[config.mk]
export PLATFORM = sky130hd
export DESIGN_NAME = logic_expression_tokenizer
export DESIGN_NICKNAME = d
export VERILOG_FILES = /design/src/rtl/lxt_pkg.sv /design/src/rtl/lxt_scan.sv /design/src/rtl/lxt_queue.sv /design/src/rtl/logic_expression_tokenizer.sv
export SDC_FILE = /design/constraint.sdc
export NUM_CORES = 1
export LEC_CHECK = 0
export ABC_AREA = 1
export BUFFER_PORTS_ARGS = -buffer_cell sky130_fd_sc_hd__buf_2
export CAP_MARGIN = 0
export CORE_ASPECT_RATIO = 1.25
export CORE_MARGIN = 2
export CORE_UTILIZATION = 60
export DETAILED_ROUTE_END_ITERATION = 7
export PLACE_DENSITY = 0.78
export SLEW_MARGIN = 20
export SYNTH_ARGS = -nofsm -noshare
export SYNTH_HDL_FRONTEND = slang
export SYNTH_HIERARCHICAL = 1
export SYNTH_SLANG_ARGS = --single-unit
[constraint.sdc]
create_clock -name clk -period 5.44 [get_ports clk]
set_input_delay 0.544 -clock clk [delete_from_list [all_inputs] [get_ports clk]]
set_output_delay 0.544 -clock clk [all_outputs]
set_load 0.01 [all_outputs]
[src/rtl/lxt_pkg.sv]
package lxt_pkg;

    // Default saturation bounds for word length and column counting.
    localparam int unsigned DEFAULT_MAX_LENGTH = 255;
    localparam int unsigned DEFAULT_MAX_COLUMN = 65535;

    // Token kinds.
    localparam logic [3:0] KIND_END      = 4'd0;
    localparam logic [3:0] KIND_LPAREN   = 4'd1;
    localparam logic [3:0] KIND_RPAREN   = 4'd2;
    localparam logic [3:0] KIND_IDENT    = 4'd3;
    localparam logic [3:0] KIND_KEYWORD0 = 4'd4;
    localparam logic [3:0] KIND_ERROR    = 4'd12;

    // Characters with a meaning of their own.
    localparam logic [7:0] CHAR_NUL    = 8'h00;
    localparam logic [7:0] CHAR_LPAREN = 8'h28;
    localparam logic [7:0] CHAR_RPAREN = 8'h29;
    localparam logic [7:0] CHAR_SPACE  = 8'h20;
    localparam logic [7:0] CHAR_TAB    = 8'h09;
    localparam logic [7:0] CHAR_CR     = 8'h0D;

    // Keyword table: XOR XNOR OR NOR AND NAND NOT IMPLY.
    localparam int KW_COUNT = 8;
    localparam int KW_SLOTS = 5;

    localparam logic [7:0] KW_TEXT [KW_COUNT][KW_SLOTS] = '{
        '{8'h58, 8'h4F, 8'h52, 8'h00, 8'h00},
        '{8'h58, 8'h4E, 8'h4F, 8'h52, 8'h00},
        '{8'h4F, 8'h52, 8'h00, 8'h00, 8'h00},
        '{8'h4E, 8'h4F, 8'h52, 8'h00, 8'h00},
        '{8'h41, 8'h4E, 8'h44, 8'h00, 8'h00},
        '{8'h4E, 8'h41, 8'h4E, 8'h44, 8'h00},
        '{8'h4E, 8'h4F, 8'h54, 8'h00, 8'h00},
        '{8'h49, 8'h4D, 8'h50, 8'h4C, 8'h59}
    };

    localparam logic [2:0] KW_LEN [KW_COUNT] = '{
        3'd3, 3'd4, 3'd2, 3'd3, 3'd3, 3'd4, 3'd3, 3'd5
    };

    // Depth of the result queue; a character may push two tokens at once.
    localparam int QUEUE_DEPTH = 4;
    localparam int QUEUE_PTR_W = $clog2(QUEUE_DEPTH);
    localparam int QUEUE_CNT_W = $clog2(QUEUE_DEPTH + 1);

    typedef struct packed {
        logic [3:0]  kind;
        logic [15:0] column;
        logic [7:0]  length;
        logic        last;
    } token_t;

    // Tokens produced by one character, oldest first.
    typedef struct packed {
        logic [1:0] count;
        token_t     tok0;
        token_t     tok1;
    } push_t;

    // Keywords whose letter at position pos equals c. pos_ok is false once
    // the position lies beyond the longest keyword.
    function automatic logic [KW_COUNT-1:0] kw_keep(
        input logic       pos_ok,
        input logic [2:0] pos,
        input logic [7:0] c
    );
        logic [KW_COUNT-1:0] keep;
        keep = '0;
        for (int k = 0; k < KW_COUNT; k++)
        begin
            if (pos_ok && (pos < KW_LEN[k]) && (c == KW_TEXT[k][pos]))
            begin
                keep[k] = 1'b1;
            end
        end
        return keep;
    endfunction

endpackage

[src/rtl/lxt_scan.sv]
module lxt_scan #(
    parameter int unsigned MAX_LENGTH = lxt_pkg::DEFAULT_MAX_LENGTH,
    parameter int unsigned MAX_COLUMN = lxt_pkg::DEFAULT_MAX_COLUMN
) (
    input  logic                clk,
    input  logic                rst_n,
    input  logic                in_valid,
    output logic                in_ready,
    input  logic [7:0]          in_char,
    input  logic                room,
    output lxt_pkg::push_t      push
);
    import lxt_pkg::*;

    localparam int LenW = $clog2(MAX_LENGTH + 1);
    localparam int ColW = $clog2(64'(MAX_COLUMN) + 64'd1);

    logic                in_valid_reg;
    logic [7:0]          in_char_reg;
    logic                in_word_reg, in_word_next;
    logic [ColW-1:0]     column_reg, column_next;
    logic [ColW-1:0]     word_start_reg, word_start_next;
    logic [LenW-1:0]     word_length_reg, word_length_next;
    logic [KW_COUNT-1:0] cand_reg, cand_next;

    logic                advance;
    logic                is_letter, is_blank;
    logic                pos_ok;
    logic [KW_COUNT-1:0] keep;
    logic [3:0]          word_kind;
    token_t              word_tok, char_tok;
    logic                emit_word, emit_char;

    assign advance  = in_valid_reg && room;
    assign in_ready = !in_valid_reg || room;

    always_ff @(posedge clk)
    begin
        if (in_valid && in_ready)
        begin
            in_char_reg <= in_char;
        end
    end

    always_ff @(posedge clk or negedge rst_n)
    begin
        if (!rst_n)
        begin
            in_valid_reg    <= 1'b0;
            in_word_reg     <= 1'b0;
            column_reg      <= ColW'(1);
            word_start_reg  <= '0;
            word_length_reg <= '0;
            cand_reg        <= '1;
        end
        else
        begin
            if (in_ready)
            begin
                in_valid_reg <= in_valid;
            end
            if (advance)
            begin
                in_word_reg     <= in_word_next;
                column_reg      <= column_next;
                word_start_reg  <= word_start_next;
                word_length_reg <= word_length_next;
                cand_reg        <= cand_next;
            end
        end
    end

    assign is_letter = ((in_char_reg >= 8'h41) && (in_char_reg <= 8'h5A)) ||
                       ((in_char_reg >= 8'h61) && (in_char_reg <= 8'h7A));
    assign is_blank  = (in_char_reg == CHAR_SPACE) ||
                       ((in_char_reg >= CHAR_TAB) && (in_char_reg <= CHAR_CR));

    // The candidate mask is narrowed at the current word position.
    assign pos_ok = in_word_reg ? (word_length_reg < LenW'(KW_SLOTS)) : 1'b1;
    assign keep   = kw_keep(pos_ok, in_word_reg ? word_length_reg[2:0] : 3'd0,
                            in_char_reg);

    // The lowest keyword still a candidate and of the word's length wins.
    always_comb
    begin
        word_kind = KIND_IDENT;
        for (int k = KW_COUNT - 1; k >= 0; k--)
        begin
            if (cand_reg[k] && (word_length_reg == LenW'(KW_LEN[k])))
            begin
                word_kind = KIND_KEYWORD0 + 4'(k);
            end
        end
    end

    always_comb
    begin
        in_word_next     = in_word_reg;
        word_start_next  = word_start_reg;
        word_length_next = word_length_reg;
        cand_next        = cand_reg;
        column_next      = (column_reg < ColW'(MAX_COLUMN)) ? column_reg + ColW'(1)
                                                            : column_reg;
        emit_word        = 1'b0;
        emit_char        = 1'b0;

        word_tok.kind    = word_kind;
        word_tok.column  = 16'(word_start_reg);
        word_tok.length  = 8'(word_length_reg);
        word_tok.last    = 1'b0;

        char_tok.kind    = KIND_ERROR;
        char_tok.column  = 16'(column_reg);
        char_tok.length  = 8'd1;
        char_tok.last    = 1'b1;

        if (in_word_reg && is_letter)
        begin
            cand_next = cand_reg & keep;
            if (word_length_reg < LenW'(MAX_LENGTH))
            begin
                word_length_next = word_length_reg + LenW'(1);
            end
        end
        else
        begin
            emit_word    = in_word_reg;
            in_word_next = 1'b0;
            if (in_char_reg == CHAR_NUL)
            begin
                // End of text: report it and return to the reset state.
                emit_char        = 1'b1;
                char_tok.kind    = KIND_END;
                char_tok.length  = 8'd0;
                column_next      = ColW'(1);
                word_start_next  = '0;
                word_length_next = '0;
                cand_next        = '1;
            end
            else if (is_blank)
            begin
                emit_char = 1'b0;
            end
            else if (in_char_reg == CHAR_LPAREN)
            begin
                emit_char     = 1'b1;
                char_tok.kind = KIND_LPAREN;
            end
            else if (in_char_reg == CHAR_RPAREN)
            begin
                emit_char     = 1'b1;
                char_tok.kind = KIND_RPAREN;
            end
            else if (is_letter)
            begin
                in_word_next     = 1'b1;
                word_start_next  = column_reg;
                word_length_next = LenW'(1);
                cand_next        = keep;
            end
            else
            begin
                emit_char = 1'b1;
            end
        end

        if (!emit_char)
        begin
            word_tok.last = 1'b1;
        end
    end

    always_comb
    begin
        push.count = advance ? (2'(emit_word) + 2'(emit_char)) : 2'd0;
        push.tok0  = emit_word ? word_tok : char_tok;
        push.tok1  = char_tok;
    end

endmodule

[src/rtl/lxt_queue.sv]
module lxt_queue (
    input  logic            clk,
    input  logic            rst_n,
    input  lxt_pkg::push_t  push,
    output logic            room,
    output logic            out_valid,
    input  logic            out_ready,
    output lxt_pkg::token_t out_tok
);
    import lxt_pkg::*;

    token_t                 mem [QUEUE_DEPTH];
    logic [QUEUE_PTR_W-1:0] wr_ptr_reg, rd_ptr_reg;
    logic [QUEUE_CNT_W-1:0] count_reg;
    logic                   pop;

    assign out_valid = (count_reg != '0);
    assign out_tok   = mem[rd_ptr_reg];
    assign pop       = out_valid && out_ready;
    // Room for the two tokens that one character may give.
    assign room      = (count_reg <= QUEUE_CNT_W'(QUEUE_DEPTH - 2));

    always_ff @(posedge clk)
    begin
        if (push.count != 2'd0)
        begin
            mem[wr_ptr_reg] <= push.tok0;
        end
        if (push.count == 2'd2)
        begin
            mem[wr_ptr_reg + QUEUE_PTR_W'(1)] <= push.tok1;
        end
    end

    always_ff @(posedge clk or negedge rst_n)
    begin
        if (!rst_n)
        begin
            wr_ptr_reg <= '0;
            rd_ptr_reg <= '0;
            count_reg  <= '0;
        end
        else
        begin
            wr_ptr_reg <= wr_ptr_reg + QUEUE_PTR_W'(push.count);
            rd_ptr_reg <= rd_ptr_reg + QUEUE_PTR_W'(pop);
            count_reg  <= count_reg + QUEUE_CNT_W'(push.count) - QUEUE_CNT_W'(pop);
        end
    end

endmodule

[src/rtl/logic_expression_tokenizer.sv]
// A character accepted into the input register is lexed from there, and its token words are
// written into the result queue, whose head drives the master side; a second word follows the first.
// Throughput: one character per cycle while the result queue drains; the queue has a single
// read port, so a character that closes a word and gives its own token offers its two words in turn.
// Reset (rst_n low, asynchronous) empties the queue and the input register and sets column to 1.
module logic_expression_tokenizer #(
    parameter int unsigned MAX_LENGTH = lxt_pkg::DEFAULT_MAX_LENGTH,
    parameter int unsigned MAX_COLUMN = lxt_pkg::DEFAULT_MAX_COLUMN
) (
    input  logic        clk,
    input  logic        rst_n,
    input  logic        s_tvalid,
    output logic        s_tready,
    input  logic [7:0]  s_tdata,   // [7:0] character
    output logic        m_tvalid,
    input  logic        m_tready,
    output logic [31:0] m_tdata,   // [3:0] tok_class, [19:4] start_column,
                                   // [27:20] token_length, [31:28] zero
    output logic        m_tlast    // last token word caused by one character
);
    import lxt_pkg::*;

    push_t  push;
    logic   room;
    token_t out_tok;

    // The scanner holds the accepted character in its input register and, from
    // there, updates the lexer state and pushes zero, one or two tokens into
    // the result queue. It stalls only when the queue lacks space for two
    // tokens, which keeps a finished token from blocking new input.
    lxt_scan #(
        .MAX_LENGTH (MAX_LENGTH),
        .MAX_COLUMN (MAX_COLUMN)
    ) u_scan (
        .clk      (clk),
        .rst_n    (rst_n),
        .in_valid (s_tvalid),
        .in_ready (s_tready),
        .in_char  (s_tdata),
        .room     (room),
        .push     (push)
    );

    // The queue is the result register: its head is the word on the master side.
    lxt_queue u_queue (
        .clk       (clk),
        .rst_n     (rst_n),
        .push      (push),
        .room      (room),
        .out_valid (m_tvalid),
        .out_ready (m_tready),
        .out_tok   (out_tok)
    );

    assign m_tdata = {4'b0000, out_tok.length, out_tok.column, out_tok.kind};
    assign m_tlast = out_tok.last;

endmodule

# After elaboration in Yosys (flattened, before gate mapping)

Memory sizes are Yosys's and may differ from the RTL's.
Cells that the tools add are included.

Register bits: 65
Latch bits: 0
Memory bits (writable): 116
Memory bits (read-only): 512
Input bits: 12
Output and inout port bits: 35
Word-level logic and storage cells: 189
Memories kept: 9

$add $sub $neg: 8
$mul: 0
Div/mod/pow operators: 0
$lt $le $gt $ge: 15
Equal/unequal tests: 23
Shift operators: 0
Multiplexer cells: 81
Bitwise operators: 3
Reductions and logical operators: 40

Memory list:

| memory           | words | bits a word | read ports | clocked after memory_dff | write ports | line            | RTL |
|---|---|---|---|---|---|---|---|
| u_queue.mem      | 4     | 29          | 1          | 0                        | 2           | lxt_queue.sv:12 | `token_t mem [QUEUE_DEPTH];` |
| (name not given) | 8     | 8           | 1          | 0                        | 0           | lxt_pkg.sv:72   | `if (pos_ok && (pos < KW_LEN[k]) && (c == KW_TEXT[k][pos]))` |
| (name not given) | 8     | 8           | 1          | 0                        | 0           | lxt_pkg.sv:72   |  |
| (name not given) | 8     | 8           | 1          | 0                        | 0           | lxt_pkg.sv:72   |  |
| (name not given) | 8     | 8           | 1          | 0                        | 0           | lxt_pkg.sv:72   |  |
| (name not given) | 8     | 8           | 1          | 0                        | 0           | lxt_pkg.sv:72   |  |
| +3 memories      | -     | -           | -          | -                        | -           | -               |  |

Operator list:

| kind                    | number |
|---|---|
| $mux W8                 | 30 |
| $mux W16                | 8 |
| $eq A8 B8 Y1            | 8 |
| $mux W4                 | 13 |
| $mux W29                | 1 |
| $logic_and A1 B1 Y1     | 27 |
| $mux W1                 | 27 |
| $eq A8 B6 Y1 const B    | 3 |
| $add A16 B1 Y16 const B | 1 |
| $eq A8 B2 Y1 const B    | 2 |
| $eq A8 B3 Y1 const B    | 2 |
| $ge A8 B7 Y1 const B    | 2 |
| $le A8 B7 Y1 const B    | 2 |
| $lt A16 B16 Y1 const B  | 1 |
| $reduce_and A6 Y1       | 2 |
| $add A8 B1 Y8 const B   | 1 |
| $and A8 B8 Y8           | 1 |
| $ge A8 B4 Y1 const B    | 1 |
| $le A8 B4 Y1 const B    | 1 |
| $logic_not A8 Y1        | 1 |
| $lt A8 B3 Y1 const B    | 1 |
| $lt A8 B8 Y1 const B    | 1 |
| $lt A3 B2 Y1 const B    | 2 |
| $lt A3 B3 Y1 const B    | 2 |
| 23 further kinds        | 30 |

# Logic depth before layout (Yosys ltp)

Gate-level depths: netlist of the first run.

Word-level depth: 14
Mapped depth: 19

# Hierarchy

Netlist of the first run, hierarchy kept.

By module, submodules not included:

| module                     | times used | cells each | area an instance (µm²) | sequential area each (µm²) |
|---|---|---|---|---|
| lxt_queue                  | 1          | 653        | 6,079.6                | 3,658.5 |
| lxt_scan                   | 1          | 644        | 4,391.7                | 1,502.7 |
| logic_expression_tokenizer | 1          | 5          | 33.8                   | 0.0 |

# Worst setup path after synthesis of the first run

No wires, ideal clock.

Kind: register to register
From: register u_scan.in_char_reg[2]
To: memory u_queue/mem[0][0] in the netlist's numbering, enable pin
Data arrival time: 4.304 ns
Required time: 4.980 ns
Setup slack: 0.676 ns
Cell stages (with the launch flop): 14
Clock period less this slack: 4.764 ns
Cell sequence: edfxtp_1 -> buf_4 -> inv_2 -> nand2_1 -> nand3_1 -> nand3_2 -> nand3_4 -> clkbuf_1 -> nor3_1 -> ha_1 -> inv_1 -> nor2_1 -> nor2_1 -> o31ai_1

RTL lines:

| what                   | line            | RTL |
|---|---|---|
| from (decl)            | lxt_scan.sv:19  | `logic [7:0] in_char_reg;` |
| from (signal assigned) | lxt_scan.sv:41  | `in_char_reg <= in_char;` |
| to (decl)              | lxt_queue.sv:12 |  |

==> reports/metrics.yaml, run 1 <==
yosysUniqueCellTypes: 40
nets: 1332
hold_buffers: 0
slowest_delay_ns: 0.84
power_uw: 5330
relSlewSlack: 0.321
peakVddDrop_uv: 217
rr_worst_depth: 12
regToRegEndpoint: "u_queue/mem[3][23]"
grt_pass1_vias: 8178
min_period_ns: 4.09
fin_crit_sh: 0.751
drc: 0
crit_arrival_ns: 4.22
vias_per_cell: 5.62
endpoint_kind: "register"
die-area_um2: 18600
setup_viol: 0
drive_above_1_share: 0.107
regToRegSetupSlack_ns: 1.35
synth_area_per_cell_um2: 8.07
synth_top_cell_area_share: 0.354
post_drt_wl_per_cell_um: 16.1
port_buffers: 42
synth-seq-area-share: 0.491
path_buf_inv: 3
final_cell_mix: "nand2_1 (323), o21ai_0 (203), nor2_1 (163)"
totalWireLength_um: 24800
critical_path_class: "reg2reg"
slew_viol_final: 0
drv_cap: 0
grt_antenna_before_repair: 0
crit_fanout: 26
cts_sinks: 181
numCtsBuffers: 17
ant_nets: 0
post_cts_resized: 0
synth-edff-count: 124
synth_top_cell_by_area: "edfxtp_1"
leakagePower_uw: 0.00461
cp_common_cell: "nor2_1"
drt_iter0_markers: 799
rsz0062_at_grt: "no"
hold_path.class: "in2async"
cp_slowest_cell: "o21ai_2"
syn_to_final_growth_pct: 7.25
yosys-top-cells-area: "edfxtp_1 (35%), nand2_1 (12%), dfrtp_1 (11%)"
clk_latency_ns: 0.44
setup-tns-final_ns: 0
gp_congestion: 0.918
firstDrtPassIters: 6
clockBufferDepth: 2
fp.dieH_um: 152
power.density_nw_per_um2: 473
worst_pin_slew_ns: 1.02
path_cells: "inv_2 > nand2_1 > nand3_1 > nand3_2 > nand3_4 > nor3_1 > ha_1 > inv_1 > nor2_1 > nor2_1 > o21ai_2 > buf_4"
synth-warning-count: 6
core_area_um2: 17300
postCtsSetupRepairBufs: 0
place_hpwl_um: 17100
die_w_um: 122
htreeDepth: 4
synth_area_um2: 10500
timing.rr.start: "u_scan/in_char_reg[2]"
vias: 8662
cpLargestDelayFamily: "simple AND/OR/NAND/NOR gates"
crit_required_ns: 5.57
fillers: 1469
async_flop_share: 0.315
cts_tree: "yes"
largest_reg_flops: 116
yosys_most_used_dff: "edfxtp_1"
final_common_cell: "nand2_1"
finalHoldViolations: 0
track_usage: 0.278
grt_max_degree: 63
fin_util: 0.651
syn_inst: 1302
grt_overflow_total: 0
start_kind: "register"
clock.fmax_mhz: 245
antenna_cells: 0
grt_pass1_wl_um: 40700
ys_ff_latch: 181
hold_ws_ns: 0.246
fin_worst_skew_ns: 0.00745
clk_pin_slew_worst_paths_ns: 0.07
start_util: 0.607
cts_root_buf: "clkbuf_16"
rows: 54
status: "completed"
ios: 47
## worst reg2reg max path, delay by kind of cell, from the launching register on
kind            cells  cell delay (ns)
compound gates      1             0.85
fa+ha+maj           1             0.18
buf+inv             3             0.58
flops               1             0.57
simple gates        7             1.60
## where the power goes
| part | switching (uW) | leakage [uW] | total (uW) | internal, uW |
|---|---|---|---|---|
| Sequential | 260 | 0.00188 | 2170 | 1910 |
| Combinational | 1340 | 0.00244 | 1950 | 612 |
| Clock | 592 | 0.000288 | 1210 | 619 |
| Total | 2190 | 0.00461 | 5330 | 3140 |
## kinds of logic (layout without fill, tap and decap cells)
kind of cell             after synthesis  after routing  synth area share
AO/OA/AOI/OAI                        275            275             0.136
XOR/XNOR                              25             25            0.0208
adder cells (fa/ha/maj)               17             17            0.0210
other                                  3             12           0.00107
AND/OR/NAND/NOR                      611            611             0.244
flip-flops                           181            181             0.491
buffers and inverters                190            195            0.0852
## cells in the mapped netlist, types with 4 or more instances
cell      count
buf_6        10
inv_2        11
buf_4        19
buf_2        22
o21ai_0     204
nand3_1      75
o21ai_1      47
nand2_1     323
xor2_1       22
a21oi_2       8
nand4_1      12
ha_1         16
dfrtp_1      48
nand3_2       4
a21oi_1       9
dfstp_2       9
clkbuf_2      6
inv_1        98
nor2_2        4
nor2_1      163
nand2_2       5
nor3_1       15
clkbuf_1     22
edfxtp_1    124
## layout make-up
type | instances | area (um^2) | area share
clock buffer | 17 | 425 | 0.0378
timing repair buffer | 53 | 293 | 0.0260
inverter | 110 | 413 | 0.0366
multi-input combinational | 940 | 4530 | 0.402
sequential | 181 | 5160 | 0.458
tap | 224 | 280 | 0.0249
clock inverter | 15 | 163 | 0.0144
## through the flow
step / area, um^2 / cells / setup WS [ns]
final: 11300 / 1540 / 1.35
after global routing: 11300 / 1540 / 1.04
after CTS: 11300 / 1540 / 1.38
after detailed placement: 10700 / 1508 / 1.42
after global placement: 10700 / 1508 / 1.45
after floorplan: 10500 / 1311 / 0.676
## how the worst max path moves through the flow
stage,from,endpoint,slack (ns),cells past startpoint
6_report,u_scan/in_char_reg[2],u_queue/mem[3][23],1.35,12
5_1_grt,u_scan/in_char_reg[2],u_queue/mem[3][0],1.04,12
4_1_cts,u_scan/in_char_reg[2],u_queue/mem[3][23],1.38,12
3_5_place_dp,u_scan/in_char_reg[2],u_queue/mem[3][26],1.42,12
3_3_place_gp,u_scan/in_char_reg[2],u_queue/mem[3][26],1.45,12
2_1_floorplan,u_scan/in_char_reg[2],u_queue/mem[0][0],0.68,13
## layer usage
layer	global-route usage	routed length, um
met5	0	0
met3	0.0473	1570
met4	0.109	733
met2	0.460	12300
met1	0.364	10200
(Power assumes the default switching activity.)
==> run 2, diff against run 1 <==
- CORE_UTILIZATION: 60 -> 56
- PLACE_DENSITY: 0.78 -> 0.76
- clock period: 5.44 -> 3.52 ns (I/O delays scaled with it)
==> reports/metrics.yaml, run 2 (same netlist as run 1, synthesis figures left out) <==
status: "completed"
hold_path.class: "in2reg"
grt_antenna_before_repair: 0
holdPathStages: 1
leakagePower_uw: 0.00468
drc: 0
critical_path_class: "reg2reg"
drt_iter0_markers: 818
clockBufferDepth: 2
grt_overflow_total: 0
die_w_um: 127
min_period_ns: 3.21
core_area_um2: 18600
finalHoldViolations: 0
htreeDepth: 4
regToRegEndpoint: "u_queue/count_reg[2]"
port_buffers: 42
endpoint_kind: "register"
slew_viol_final: 0
die-area_um2: 19900
fp.dieH_um: 157
cts_root_buf: "clkbuf_16"
timing.rr.start: "u_scan/in_char_reg[2]"
crit_arrival_ns: 3.54
syn_to_final_growth_pct: 8.84
place_area_um2: 10800
rows: 56
gp_congestion: 0.942
clk_pin_slew_worst_paths_ns: 0.07
vias: 8653
power.density_nw_per_um2: 726
crit_path_start: "u_scan/in_char_reg[2]"
numPlacedInstances: 1524
numCtsBuffers: 17
design_area_um2: 11400
ant_nets: 0
worst_pin_slew_ns: 0.852
start_kind: "register"
clock.fmax_mhz: 311
track_usage: 0.252
postCtsSetupRepairBufs: 0
clk_latency_ns: 0.44
endpoint: "u_queue/count_reg[2]"
crit_fanout: 9
grt_pass1_vias: 7969
peakVddDrop_uv: 406
nets: 1341
fin_worst_skew_ns: 0.0179
cts_sinks: 181
totalWireLength_um: 24500
rr_worst_depth: 16
crit_required_ns: 3.84
start_util: 0.566
grt_pass1_wl_um: 39400
final_common_cell: "nand2_1"
regToRegSetupSlack_ns: 0.31
power_uw: 8300
largest_reg_flops: 116
vias_per_cell: 5.56
place_hpwl_um: 16400
post_drt_wl_per_cell_um: 15.8
final_cell_mix: "nand2_1 (323), o21ai_0 (203), nor2_1 (163)"
relSlewSlack: 0.431
drive_above_1_share: 0.111
firstDrtPassIters: 8
grt_max_degree: 62
drv_cap: 0
final_cells: 1557
fin_crit_sh: 0.912
ios: 47
setup_viol: 0
cts_tree: "yes"
rsz0062_at_grt: "no"
antenna_cells: 0
## run 2: cell types whose count changed in the layout (fill, tap and decap cells not counted), sizes merged, moves of 2 or more
cell | previous run | this run
clkinvlp | 1 | 3
inv | 119 | 113
clkbuf | 17 | 20
buf | 53 | 61
bufinv | 0 | 2
## run 2: cell type report
type | instances | area (um^2)
fill | 1550 | 7130
sequential | 181 | 5160
multi-input combinational | 940 | 4530
timing repair buffer | 62 | 450
clock buffer | 20 | 447
inverter | 110 | 413
tap | 232 | 290
clock inverter | 12 | 143
## run 2: through the flow
stage | utilization | TNS (ns) | setup slack, ns | hold slack [ns]
after detailed placement | 0.583 | 0 | 0.309 | 0.435
after global placement | 0.583 | 0 | 0.370 | 0.438
final | 0.616 | 0 | 0.310 | 0.0871
after CTS | 0.616 | 0 | 0.294 | 0.0722
after floorplan | - | -42.93 | -0.371 | 0.0564
after global routing | 0.616 | 0 | 0.0841 | 0.0756
## run 2: worst min path at each step
stage,startpoint,endpoint
3_3_place_gp,rst_n,u_scan/word_start_reg[6]
6_report,s_tdata[1],u_scan/in_char_reg[1]
3_5_place_dp,rst_n,u_scan/word_start_reg[6]
5_1_grt,s_tdata[6],u_scan/in_char_reg[6]
2_1_floorplan,rst_n,u_queue/count_reg[0]
4_1_cts,s_tdata[7],u_scan/in_char_reg[7]
## run 2: layer usage
layer / share of wire / wire length [um] / global-route usage / up-vias
met5: 0 / 0 / 0 / -
met1: 0.41 / 10200 / 0.317 / 3994
li1: - / - / - / 4305
met3: 0.064 / 1580 / 0.0408 / 42
met2: 0.50 / 12400 / 0.445 / 312
met4: 0.017 / 425 / 0.0811 / 0
## run 2: power breakdown
part,switching (uW),leakage (uW),internal [uW]
combinational,2170,0.00252,1020
sequential,281,0.00188,2940
clock,812,0.000280,1080
## run 2: worst max-delay path: stages (launching register included)
cell	delay, ns
edfxtp_1	0.61
inv_2	0.17
nand2_1	0.11
nand3_1	0.09
nand3_2	0.11
nand3_4	0.09
nor3_1	0.20
ha_1	0.19
inv_1	0.09
nor2_1	0.22
inv_2	0.10
ha_1	0.34
fa_1	0.44
xnor2_1	0.19
inv_1	0.06
nand2_1	0.05
nand2_1	0.04
## run 2: repair_timing
action                    CTS  global route
hold endpoints to repair   18             0
hold buffers                1             0
gates resized for setup     0             0
==> run 3, diff against run 2 <==
- CELL_PAD_IN_SITES_DETAIL_PLACEMENT: not set -> 1
- CELL_PAD_IN_SITES_GLOBAL_PLACEMENT: not set -> 1
- CORE_UTILIZATION: 56 -> 43
- PLACE_DENSITY: 0.76 -> 0.77
==> reports/metrics.yaml, run 3 (same netlist as run 1, synthesis figures left out) <==
cts_root_buf: "clkbuf_16"
htreeDepth: 4
rows: 63
drt_iter0_markers: 492
antenna_cells: 0
setup_ws_ns: 0.345
critical_path_class: "reg2reg"
place_hpwl_um: 20800
final_common_cell: "nand2_1"
internal-power_uw: 4930
worst_pin_slew_ns: 0.917
ant_nets: 0
path_cells: "buf_4 > nor2_1 > nand2_1 > nor3_1 > nor3_1 > ha_1 > inv_1 > nor2_1 > nor2_1 > o31ai_4 > buf_4"
gp_congestion: 0.914
clk_pin_slew_worst_paths_ns: 0.07
comb_power_share: 0.404
cts_tree: "yes"
setup_viol: 0
slowest_delay_ns: 0.54
crit_required_ns: 3.64
post_cts_resized: 0
fp.dieH_um: 179
numCtsBuffers: 17
final_cell_mix: "nand2_1 (323), o21ai_0 (203), nor2_1 (163)"
endpoint_kind: "register"
drv_cap: 0
peakVddDrop_uv: 396
post_drt_wl_per_cell_um: 17.8
power_frac_seq: 0.380
numPlacedInstances: 1621
netSwitchingPower_uw: 3540
hold_buffers: 0
port_buffers: 42
clk_latency_ns: 0.45
grt_pass1_wl_um: 48300
cts_sinks: 181
cp_slowest_cell: "edfxtp_1"
nets: 1354
die-area_um2: 25700
track_usage: 0.244
drive_above_1_share: 0.122
largest_reg_flops: 116
pre_cts_slack_ns: 0.343
fin_worst_skew_ns: 0.0126
slew_viol_final: 0
postCtsSetupRepairBufs: 0
vias: 8809
die_w_um: 144
firstDrtPassIters: 4
min_period_ns: 3.18
start_util: 0.440
fin_crit_sh: 0.902
grt_pass1_vias: 9126
swShare: 0.418
grt_antenna_before_repair: 0
clock.fmax_mhz: 315
power.density_nw_per_um2: 732
syn_to_final_growth_pct: 10.1
design_area_um2: 11600
grt_overflow_total: 0
cp_common_cell: "nor2_1"
final_cells: 1663
crit_fanout: 18
core_area_um2: 23900
leakagePower_uw: 0.00471
ios: 47
place_area_um2: 10900
grt_max_degree: 62
totalWireLength_um: 29700
setup-tns-final_ns: 0
drc: 0
p_clk_frac: 0.216
vias_per_cell: 5.30
clockBufferDepth: 2
hold_path.class: "in2async"
start_kind: "register"
status: "completed"
relSlewSlack: 0.389
crit_arrival_ns: 3.29
finalHoldViolations: 0
## run 3: changes by cell type in the layout (fill, tap and decap cells not counted), sizes merged
| cell | before | now |
|---|---|---|
| buf | 61 | 74 |
| bufinv | 2 | 0 |
| clkbuf | 20 | 18 |
| clkinv | 4 | 8 |
| clkinvlp | 3 | 1 |
| dlygate4sd3 | 1 | 0 |
| inv | 113 | 116 |
## run 3: path summary, 6_finish.rpt
check / from / end / slack (ns) / cells past startpoint
min reg2reg: u_scan/cand_reg[7] / u_scan/cand_reg[7] / 0.48 / 2
min in group clk: s_tdata[0] / u_scan/in_char_reg[0] / 0.08 / 1
min: rst_n / u_scan/word_length_reg[1] / 0.03 / 1
max in group asynchronous: rst_n / u_scan/cand_reg[1] / 2.61 / 2
max reg2reg: u_scan/in_char_reg[4] / u_queue/mem[0][15] / 0.34 / 11
max: u_scan/in_char_reg[4] / u_queue/mem[0][15] / 0.34 / 11
## run 3: worst max-delay path: cells and delay by family (launching register included)
| kind | cells | cell delay [ns] |
|---|---|---|
| flops | 1 | 0.54 |
| buf+inv | 3 | 0.59 |
| fa+ha+maj | 1 | 0.28 |
| simple gates | 6 | 1.20 |
| compound gates | 1 | 0.24 |
## run 3: power groups by stage
stage | sequential (uW) | clock, uW | combinational (uW)
after detailed placement | 3260 | 0 | 3410
after CTS | 3220 | 1870 | 3430
after global routing | 3270 | 1950 | 3860
after floorplan | 3160 | 0 | 2290
after global placement | 3240 | 0 | 3320
final | 3210 | 1830 | 3420
## run 3: area by class of cell
type	instances	area, um^2
Fill cell	2941	12300
Sequential cell	181	5160
Multi-Input combinational cell	940	4530
Timing Repair Buffer	75	493
Clock buffer	17	425
Inverter	110	413
Tap cell	325	407
Clock inverter	15	143
## run 3: metrics by stage
step                 util  power [uW]  hold slack, ns
floorplan               -        5440          0.0564
global placement    0.458        6560           0.453
detailed placement  0.458        6670           0.463
CTS                 0.481        8520          0.0599
global route        0.484        9080          0.0594
finish              0.484        8470          0.0283
## run 3: per-layer routing
layer | part of all wire | track usage | vias up | wire length (um)
li1 | - | - | 4329 | -
met1 | 0.43 | 0.303 | 4313 | 12800
met2 | 0.51 | 0.434 | 135 | 15200
met3 | 0.036 | 0.0406 | 32 | 1060
met4 | 0.020 | 0.0739 | 0 | 590
met5 | 0 | 0 | - | 0
